## config.mk

```make
export PLATFORM = sky130hd
export DESIGN_NAME = mws_search
export DESIGN_NICKNAME = d
export VERILOG_FILES = /design/src/rtl/mws_pkg.sv /design/src/rtl/mws_cell.sv /design/src/rtl/mws_search.sv
export SDC_FILE = /design/constraint.sdc
export NUM_CORES = 1
export LEC_CHECK = 0
export BUFFER_PORTS_ARGS = -buffer_cell sky130_fd_sc_hd__buf_2
export CORE_MARGIN = 5
export CORE_UTILIZATION = 40
export DETAILED_ROUTE_END_ITERATION = 8
export HOLD_SLACK_MARGIN = 0.02
export PLACE_DENSITY = 0.6
export SLEW_MARGIN = 20
export SYNTH_ARGS = -nofsm -noshare
export SYNTH_HDL_FRONTEND = slang
export SYNTH_SLANG_ARGS = --single-unit
```

## constraint.sdc

```tcl
create_clock -name i_clk -period 4.1 [get_ports i_clk]
set_input_delay 0.615 -clock i_clk [delete_from_list [all_inputs] [get_ports i_clk]]
set_output_delay 0.615 -clock i_clk [all_outputs]
set_load 0.02 [all_outputs]
```

## src/rtl/mws_pkg.sv

```systemverilog
// Shared constants, widths and types for the minimum window subsequence block.
// No dependencies; used by mws_cell, mws_search and min_window_subsequence.
package mws_pkg;

    localparam int MAX_TEXT     = 1024;
    localparam int MAX_PATTERN  = 256;
    localparam int SYMBOL_WIDTH = 16;

    // Fixed field widths of the block's ports
    localparam int SYM_PORT_W  = 16;
    localparam int TEXT_LEN_W  = 11;
    localparam int PAT_LEN_W   = 9;
    localparam int CFG_IDX_W   = 2;
    localparam int CFG_DATA_W  = 11;
    localparam int WIN_W       = 11;

    // Derived internal widths
    localparam int TEXT_AW = (MAX_TEXT > 1) ? $clog2(MAX_TEXT) : 1;
    localparam int PAT_AW  = (MAX_PATTERN > 1) ? $clog2(MAX_PATTERN) : 1;
    localparam int LEN_W   = $clog2(MAX_TEXT + 2);      // holds infinity n+1
    localparam int PCNT_W  = $clog2(MAX_PATTERN + 1);

    // Register indexes
    localparam logic [CFG_IDX_W-1:0] CFG_TEXT_LEN    = 2'd0;
    localparam logic [CFG_IDX_W-1:0] CFG_PATTERN_LEN = 2'd1;

    // Action codes
    localparam logic ACT_TEXT    = 1'b0;
    localparam logic ACT_PATTERN = 1'b1;

    typedef struct packed {
        logic              start;
        logic [LEN_W-1:0]  n;
        logic [PCNT_W-1:0] m;
    } t_search_req;

endpackage

```

## src/rtl/mws_cell.sv

```systemverilog
// Shared compare / saturating-increment unit, used once per DP step and per
// minimum-scan step. Depends on mws_pkg.
module mws_cell (
    input  logic [mws_pkg::SYMBOL_WIDTH-1:0] i_text_sym,
    input  logic [mws_pkg::SYMBOL_WIDTH-1:0] i_pat_sym,
    input  logic [mws_pkg::LEN_W-1:0]        i_old_next,
    input  logic [mws_pkg::LEN_W-1:0]        i_new_next,
    input  logic [mws_pkg::LEN_W-1:0]        i_inf,
    input  logic [mws_pkg::LEN_W-1:0]        i_cmp_a,
    input  logic [mws_pkg::LEN_W-1:0]        i_cmp_b,
    output logic [mws_pkg::LEN_W-1:0]        o_value,
    output logic                             o_less
);

    logic [mws_pkg::LEN_W-1:0] sel;

    always_comb begin
        sel     = (i_text_sym == i_pat_sym) ? i_old_next : i_new_next;
        o_value = (sel >= i_inf) ? i_inf : sel + 1'b1;
        o_less  = (i_cmp_a < i_cmp_b);
    end

endmodule

```

## src/rtl/mws_search.sv

```systemverilog
// Search sequencer: one DP row per pattern symbol (last to first), then a
// minimum scan over the row, then the result register. Depends on mws_pkg,
// mws_cell.
module mws_search (
    input  logic                             i_clk,
    input  logic                             i_rst_n,
    input  mws_pkg::t_search_req             i_req,
    output logic                             o_busy,
    output logic [mws_pkg::TEXT_AW-1:0]      o_raddr,
    input  logic [mws_pkg::SYMBOL_WIDTH-1:0] i_text_rdata,
    input  logic [mws_pkg::LEN_W-1:0]        i_dp_rdata,
    output logic [mws_pkg::PAT_AW-1:0]       o_pat_raddr,
    input  logic [mws_pkg::SYMBOL_WIDTH-1:0] i_pat_rdata,
    output logic                             o_dp_we,
    output logic [mws_pkg::TEXT_AW-1:0]      o_dp_waddr,
    output logic [mws_pkg::LEN_W-1:0]        o_dp_wdata,
    input  logic                             i_stall,
    output logic                             o_valid,
    output logic                             o_found,
    output logic [mws_pkg::WIN_W-1:0]        o_window_length,
    output logic [mws_pkg::WIN_W-1:0]        o_window_start
);

    typedef enum logic [2:0] {
        S_IDLE,
        S_ROW,
        S_SCAN,
        S_MIN0,
        S_MIN,
        S_DONE
    } t_state;

    t_state                        r_state;
    logic [mws_pkg::PAT_AW-1:0]    r_i;
    logic [mws_pkg::TEXT_AW-1:0]   r_j;
    logic                          r_first;
    logic [mws_pkg::LEN_W-1:0]     r_old;
    logic [mws_pkg::LEN_W-1:0]     r_new;
    logic [mws_pkg::LEN_W-1:0]     r_best;
    logic [mws_pkg::TEXT_AW-1:0]   r_best_idx;
    logic [mws_pkg::LEN_W-1:0]     r_n;
    logic                          r_out_valid;
    logic                          r_found;
    logic [mws_pkg::WIN_W-1:0]     r_len;
    logic [mws_pkg::WIN_W-1:0]     r_start;

    logic [mws_pkg::LEN_W-1:0]     inf;
    logic [mws_pkg::LEN_W-1:0]     n_minus1;
    logic [mws_pkg::LEN_W-1:0]     cell_value;
    logic                          cell_less;
    logic                          out_free;
    logic                          best_found;

    assign inf      = r_n + 1'b1;
    assign n_minus1 = r_n - 1'b1;
    assign out_free = !r_out_valid || !i_stall;
    assign best_found = (r_best <= r_n);

    mws_cell u_cell (
        .i_text_sym (i_text_rdata),
        .i_pat_sym  (i_pat_rdata),
        .i_old_next (r_old),
        .i_new_next (r_new),
        .i_inf      (inf),
        .i_cmp_a    (i_dp_rdata),
        .i_cmp_b    (r_best),
        .o_value    (cell_value),
        .o_less     (cell_less)
    );

    // Read address is the value r_j takes in the next cycle; the RAM output belongs to r_j.
    always_comb begin
        unique case (r_state)
            S_ROW:   o_raddr = n_minus1[mws_pkg::TEXT_AW-1:0];
            S_SCAN:  o_raddr = r_j - 1'b1;
            S_MIN0:  o_raddr = '0;
            S_MIN:   o_raddr = r_j + 1'b1;
            default: o_raddr = r_j;
        endcase
    end

    assign o_pat_raddr = r_i;
    assign o_dp_we     = (r_state == S_SCAN);
    assign o_dp_waddr  = r_j;
    assign o_dp_wdata  = cell_value;
    assign o_busy      = (r_state != S_IDLE);

    assign o_valid         = r_out_valid;
    assign o_found         = r_found;
    assign o_window_length = r_len;
    assign o_window_start  = r_start;

    always_ff @(posedge i_clk) begin
        if (!i_rst_n) begin
            r_state     <= S_IDLE;
            r_out_valid <= 1'b0;
        end else begin
            if (r_out_valid && !i_stall) begin
                r_out_valid <= 1'b0;
            end
            unique case (r_state)
                S_IDLE: begin
                    if (i_req.start) begin
                        r_n     <= i_req.n;
                        r_i     <= mws_pkg::PAT_AW'(i_req.m - 1'b1);
                        r_first <= 1'b1;
                        r_state <= S_ROW;
                    end
                end
                S_ROW: begin
                    r_j     <= n_minus1[mws_pkg::TEXT_AW-1:0];
                    r_old   <= r_first ? '0 : inf;
                    r_new   <= inf;
                    r_state <= S_SCAN;
                end
                S_SCAN: begin
                    r_new <= cell_value;
                    r_old <= r_first ? '0 : i_dp_rdata;
                    if (r_j == '0) begin
                        if (r_i == '0) begin
                            r_state <= S_MIN0;
                        end else begin
                            r_i     <= r_i - 1'b1;
                            r_first <= 1'b0;
                            r_state <= S_ROW;
                        end
                    end else begin
                        r_j <= r_j - 1'b1;
                    end
                end
                S_MIN0: begin
                    r_j     <= '0;
                    r_state <= S_MIN;
                end
                S_MIN: begin
                    // strict less keeps the earliest start on ties
                    if (r_j == '0 || cell_less) begin
                        r_best     <= i_dp_rdata;
                        r_best_idx <= r_j;
                    end
                    if (mws_pkg::LEN_W'(r_j) == n_minus1) begin
                        r_state <= S_DONE;
                    end else begin
                        r_j <= r_j + 1'b1;
                    end
                end
                S_DONE: begin
                    if (out_free) begin
                        r_out_valid <= 1'b1;
                        r_found     <= best_found;
                        r_len       <= best_found ? mws_pkg::WIN_W'(r_best)
                                                  : mws_pkg::WIN_W'(inf);
                        r_start     <= best_found
                                       ? mws_pkg::WIN_W'(mws_pkg::LEN_W'(r_best_idx) + 1'b1)
                                       : mws_pkg::WIN_W'(1);
                        r_state     <= S_IDLE;
                    end
                end
                default: r_state <= S_IDLE;
            endcase
        end
    end

    a_start_idle: assert property (@(posedge i_clk) disable iff (!i_rst_n)
        i_req.start |-> r_state == S_IDLE)
        else $error("search request while busy");

    a_start_row: assert property (@(posedge i_clk) disable iff (!i_rst_n)
        (i_req.start && r_state == S_IDLE) |=> r_state == S_ROW)
        else $error("search request not taken");

    a_scan_range: assert property (@(posedge i_clk) disable iff (!i_rst_n)
        (r_state == S_SCAN || r_state == S_MIN) |-> mws_pkg::LEN_W'(r_j) < r_n)
        else $error("scan index beyond text length");

    a_best_sat: assert property (@(posedge i_clk) disable iff (!i_rst_n)
        r_state == S_DONE |-> r_best <= inf)
        else $error("window length above infinity");

    a_result: assert property (@(posedge i_clk) disable iff (!i_rst_n)
        (r_state == S_DONE && out_free) |=>
            (r_out_valid && (r_found ? (r_len != '0) : (r_start == mws_pkg::WIN_W'(1)))))
        else $error("inconsistent result");

endmodule

```

==> impl_metrics.csv, run 1 <==
group,metric,value,unit
sta,rsz0062_at_grt,"yes",
clocking,clock_latency,0.35,ns
power,leakagePower,3.420,nW
detailed_routing,ant_nets,0,
critical_path,critical_path_arrival,3.59,ns
finish,final_common_cell,"buf_2",
detailed_routing,drc_errors,0,
sta,drv_slew,0,
clocking,clockBufferDepth,2,
synthesis,ys_async_sr_fraction,0,%
finish,diodes,0,
floorplan,fp.dieW,142.0,um
clocking,cts_tree,"yes",
floorplan,die_area,0.02018,mm^2
synthesis,synth.distinct_cells,70,
detailed_routing,drtIter0Drc,438,
clocking,clock_sinks,100,
power,p_total,2.918,mW
sta,period_minus_slack,4.202,ns
status,violations,"setup timing",
finish,drive_gt1_share,27.71,%
clocking,clk_pin_slew_worst_paths,0.07,ns
global_route,grt_max_degree,29,
global_route,grt_pass1_vias,5720,
clocking,cts_max_level,3,
sta,fmax,238.0,MHz
hold_path,min_path_type,"primary input to flop",
place,dp_hpwl,15180,um
sta,setup_tns,-0.8923,ns
sta,period_share,102.5,%
global_route,overflow,0,
sta,finalHoldViolCount,0,
power,power_density,340.6,mW/mm^2
critical_path,required,3.48,ns
finish,areaGrowthSynthToFinish,22.82,%
floorplan,ios,132,
synthesis,synth_warnings,0,
synthesis,synth_seq_area_share,42.48,%
status,outcome,"finished, violations left",
sta,setup_violations,11,
finish,design_area,0.008566,mm^2
synthesis,syn_area_per_cell,10.32,um^2
place,place_congestion,0.9339,
floorplan,dieHeight,142.0,um
clocking,cts-root-buf,"clkbuf_16",
synthesis,ys_seq_elements,100,
critical_path,crit_type,"primary input to output pin",
place,placed_area,0.008168,mm^2
global_route,track_usage,19.27,%
sta,worst_slew_pin_slew,0.6870,ns
finish,final_cell_mix,"buf_2 (120), edfxtp_1 (96), nor2_1 (48)",
synthesis,synth_fp_nets,783,
synthesis,syn-cell-area,0.006974,mm^2
synthesis,ys.flop_type,"edfxtp_1",
detailed_routing,wl_per_cell,18.86,um
floorplan,std_cell_rows,48,
global_route,antenna_found_initial,0,
detailed_routing,vias_per_cell,5.652,
finish,final_nets,932,
run,max_cap_violations,0,
sta,clock_skew,0.01151,ns
detailed_routing,wl,19900,um
power,vdd.ir_drop.worst,0.2108,mV
sta,layout_setup_ws,-0.1016,ns
place,numPortBuffers,130,
detailed_routing,num_vias,5963,
synthesis,synth_cells,676,
floorplan,core,0.01718,mm^2
finish,utilization,49.87,%
critical_path,worstPathMaxFanout,9,
clocking,cts_buffers,9,
synthesis,synth_edf_count,96,
floorplan,start_util,40.60,%
global_route,grt_pass1_wl,30840,um
detailed_routing,first_pass_iters,5,
critical_path,cp-start-kind,"primary input",
sta,slew_headroom,53.78,%
critical_path,endpoint_kind,"output pin",
==> area by class of cell <==
type                    instances  area [um^2]
fillers                      1597         8611
multi-input cells             506         3866
flip-flops and latches        100         2963
repair buffers                172         1045
well taps                     225        281.5
clock buffers                   9        225.2
inverters                      36        135.1
clock inverters                 7        50.05
==> cells in the mapped netlist, types with 5 or more instances <==
master / instances / area (um^2)
edfxtp_1: 96 / 2883
nor2_1: 49 / 183.9
ha_1: 40 / 500.5
nand2_1: 40 / 150.1
mux2i_1: 39 / 390.4
xor2_1: 37 / 324.1
inv_1: 35 / 131.4
xnor2_1: 33 / 289.0
nand3_1: 28 / 140.1
o21ai_0: 27 / 135.1
nor3_1: 25 / 125.1
a21oi_1: 23 / 115.1
clkbuf_1: 22 / 82.58
mux2_2: 14 / 157.7
nand4_1: 14 / 87.58
and3_1: 11 / 68.82
a211oi_1: 10 / 75.07
nor4_1: 10 / 62.56
buf_2: 7 / 35.03
a221o_1: 6 / 60.06
and2_1: 5 / 31.28
nand2b_1: 5 / 31.28
nor2b_1: 5 / 31.28
o21a_1: 5 / 37.54
==> per-stage QoR <==
stage	cells	hold WS, ns	setup WS, ns
floorplan	676	0.5295	-0.02408
global placement	1038	0.5224	-0.2319
detailed placement	1038	0.5302	-0.2778
CTS	1055	0.4312	-0.1032
global route	1055	0.4253	-0.2498
finish	1055	0.4441	-0.1016
==> power breakdown <==
part	leakage [nW]	switching [mW]	internal, mW
logic	2.38	0.468	0.354
clock network	0.135	0.398	0.415
registers	0.910	0.0866	1.19
==> cells by family after synthesis <==
logic type	synth area share, %
and+or+nand+nor	15.59
AOI/OAI and AO/OA	12.81
DFF	42.48
xor gates and xnor gates	9.760
buffers and inverters	4.001
muxes	8.181
adders and majority gates	7.176
==> sequential cells by signal (all words and copies together), names as in the netlist <==
register and cells:
o_window_length 11, o_window_start 11, r_best 11, r_n 11
r_new 11, r_old 11, o_dp_waddr 10, r_best_idx 10
o_pat_raddr 8, r_state 3, o_found 1, o_valid 1
r_first 1
==> worst paths after layout <==
path                         from             end  slack, ns  cells past startpoint
setup / recovery  i_pat_rdata[15]  o_dp_wdata[10]      -0.10                     15
hold / removal           i_req[9]          r_n[0]       0.44                      1
setup reg to reg           r_n[1]        r_new[8]       0.41                     15
hold reg to reg           o_valid         o_valid       0.54                      2
==> critical path, cell delays in order <==
cell	delay (ns)
buf_6	0.09
xor2_1	0.15
nor4_2	0.31
nand4_1	0.15
buf_6	0.17
mux2_4	0.31
ha_4	0.24
a2111oi_4	0.31
nor3_2	0.09
a221o_1	0.34
a31oi_4	0.18
buf_12	0.15
buf_8	0.12
mux2i_1	0.20
buf_4	0.16
==> layer usage <==
metal	part of all wire [%]	vias to the layer above	track usage [%]
li1	-	2829	-
met1	44	2850	26.72
met2	47	252	31.23
met5	0	-	0
met3	7.3	32	3.562
met4	1.5	0	4.949
==> what timing repair did <==
item | CTS | global route
setup endpoints to repair | 11 | 11
hold buffers | 0 | 0
gates resized for setup | 23 | 2
setup buffers | 1 | 0
hold endpoints to repair | 0 | 0
pin swaps | 4 | 0
(Power assumes the default switching activity.)
==> run 2: changes to the inputs <==
--- a/config.mk
+++ b/config.mk
@@ -5,6 +5,7 @@
 export SDC_FILE = /design/constraint.sdc
 export NUM_CORES = 1
 export LEC_CHECK = 0
+export ABC_CLOCK_PERIOD_IN_PS = 4100
 export BUFFER_PORTS_ARGS = -buffer_cell sky130_fd_sc_hd__buf_2
 export CORE_MARGIN = 5
 export CORE_UTILIZATION = 40
==> constraint.sdc (replaced) <==
create_clock -name i_clk -period 4.1 [get_ports i_clk]
set_input_delay 1.23 -clock i_clk [delete_from_list [all_inputs] [get_ports i_clk]]
set_output_delay 1.23 -clock i_clk [all_outputs]
set_load 0.02 [all_outputs]
==> impl_metrics.csv, run 2 (same netlist as run 1, synthesis figures left out) <==
group,metric,value,unit
status,outcome,"finished, violations left",
status,violations,"setup timing",
clocking,cts-root-buf,"clkbuf_16",
finish,drive_gt1_share,30.93,%
critical_path,cp-start-kind,"primary input",
floorplan,ios,132,
clocking,clock_latency,0.36,ns
place,place_congestion,0.9407,
global_route,overflow,0,
sta,clock_skew,0.01523,ns
place,numPortBuffers,130,
sta,drv_slew,0,
power,switching_share,31.72,%
clocking,cts_max_level,3,
finish,final_nets,962,
place,dp_hpwl,15850,um
detailed_routing,drtIter0Drc,312,
finish,diodes,0,
power,intPower,2.108,mW
floorplan,std_cell_rows,48,
global_route,antenna_found_initial,0,
sta,setup_violations,22,
finish,areaGrowthSynthToFinish,26.52,%
clocking,cts_setup_buffers,0,
critical_path,worstPathMaxFanout,8,
run,max_cap_violations,0,
floorplan,dieHeight,142.0,um
clocking,clk_pin_slew_worst_paths,0.08,ns
place,placed_area,0.008409,mm^2
critical_path,required,2.87,ns
power,seqPwrFrac,40.7,%
clocking,clock_sinks,100,
detailed_routing,ant_nets,0,
sta,period_share,133.0,%
finish,fillCellCount,1586,
hold_path,min_path_cells,2,
detailed_routing,first_pass_iters,5,
clocking,cts_tree,"yes",
sta,rsz0062_at_grt,"yes",
floorplan,die_area,0.02018,mm^2
clocking,cts_hold_buf,0,
sta,period_minus_slack,5.452,ns
power,switchingPower,0.9790,mW
detailed_routing,wl_per_cell,18.84,um
finish,final_cell_mix,"buf_2 (124), edfxtp_1 (96), buf_4 (70)",
sta,finalHoldViolCount,0,
detailed_routing,num_vias,6035,
clocking,clockBufferDepth,2,
global_route,grt_max_degree,29,
global_route,track_usage,20.17,%
sta,layout_setup_ws,-1.352,ns
critical_path,r2r_cells,12,
power,power_frac_comb,28.1,%
detailed_routing,drc_errors,0,
floorplan,start_util,40.60,%
detailed_routing,vias_per_cell,5.562,
global_route,grt_pass1_vias,6060,
hold_path,min_path_type,"flop to flop",
critical_path,endpoint_kind,"output pin",
power,leakagePower,3.584,nW
sta,worst_slew_pin_slew,0.6688,ns
clocking,cts_buffers,9,
detailed_routing,wl,20440,um
floorplan,fp.dieW,142.0,um
sta,fmax,183.4,MHz
critical_path,critical_path_arrival,4.22,ns
finish,design_area,0.008823,mm^2
critical_path,crit_type,"primary input to output pin",
floorplan,core,0.01718,mm^2
sta,slew_headroom,55.41,%
power,clkPwrFrac,31.2,%
power,vdd.ir_drop.worst,0.1999,mV
global_route,grt_pass1_wl,32220,um
sta,setup_tns,-14.88,ns
finish,final_common_cell,"buf_2",
power,power_density,349.8,mW/mm^2
run 2: cell count changes in the layout (fill, tap and decap cells not counted), moves of 2 or more:
cell / delta
mux2_1: -2
buf_2: +4
clkinv_2: -2
bufinv_16: +2
buf_4: +29
nor3b_2: +2
mux2_4: +2
nor3b_1: -2
run 2: worst paths after layout:
| kind | start | end | slack (ns) |
|---|---|---|---|
| setup / recovery | i_pat_rdata[1] | o_dp_wdata[9] | -1.35 |
| hold / removal | o_valid | o_valid | 0.55 |
| setup reg to reg | r_n[0] | r_new[7] | 0.67 |
| hold reg to reg | o_valid | o_valid | 0.55 |
run 2: metrics by stage:
stage               instances  setup slack, ns  total power, mW  utilization (%)  hold slack, ns
CTS                      1085           -1.378            3.104            51.19          0.5479
finish                   1085           -1.352            3.087            51.37          0.5454
global route             1085           -1.531            3.236            51.37          0.6173
detailed placement       1069           -1.455            2.123            48.96          0.5297
floorplan                 676           -1.253            1.812                -          0.5295
global placement         1069           -1.440            2.104            48.95          0.5211
run 2: critical path, cell delays in order:
cell      delay [ns]
buf_2           0.10
xor2_1          0.15
nor4_1          0.29
nand4_1         0.15
buf_6           0.17
mux2_4          0.31
ha_4            0.24
a2111o_1        0.36
a221o_1         0.37
a31oi_4         0.21
buf_4           0.22
mux2i_4         0.22
buf_2           0.18
run 2: cell type report:
cell class / instances / area [um^2] / area share, %
clock inverter: 7 / 105.1 / 1.191
tap: 225 / 281.5 / 3.191
sequential: 100 / 2963 / 33.58
clock buffer: 9 / 225.2 / 2.552
multi-input combinational: 506 / 3877 / 43.95
inverter: 36 / 135.1 / 1.531
timing repair buffer: 202 / 1236 / 14.01
run 2: routing by layer:
layer	wire [um]	up-vias	GRT usage [%]
met4	280	0	4.899
met3	1501	21	3.595
met1	8893	2885	27.33
li1	-	2893	-
met5	0	-	0
met2	9762	236	33.66
run 2: power groups by stage:
stage	clock network, mW	logic (mW)	registers [mW]
2_1_floorplan	0	0.537	1.28
3_3_place_gp	0	0.828	1.28
3_5_place_dp	0	0.845	1.28
4_1_cts	0.986	0.863	1.25
5_1_grt	1.03	0.945	1.26
6_report	0.963	0.868	1.26
run 2: repair_timing:
action                                 in CTS  in global routing
endpoints found under the hold margin       0                  0
setup endpoints to repair                  22                 24
pin swaps                                   4                  0
resized for setup                          14                  7
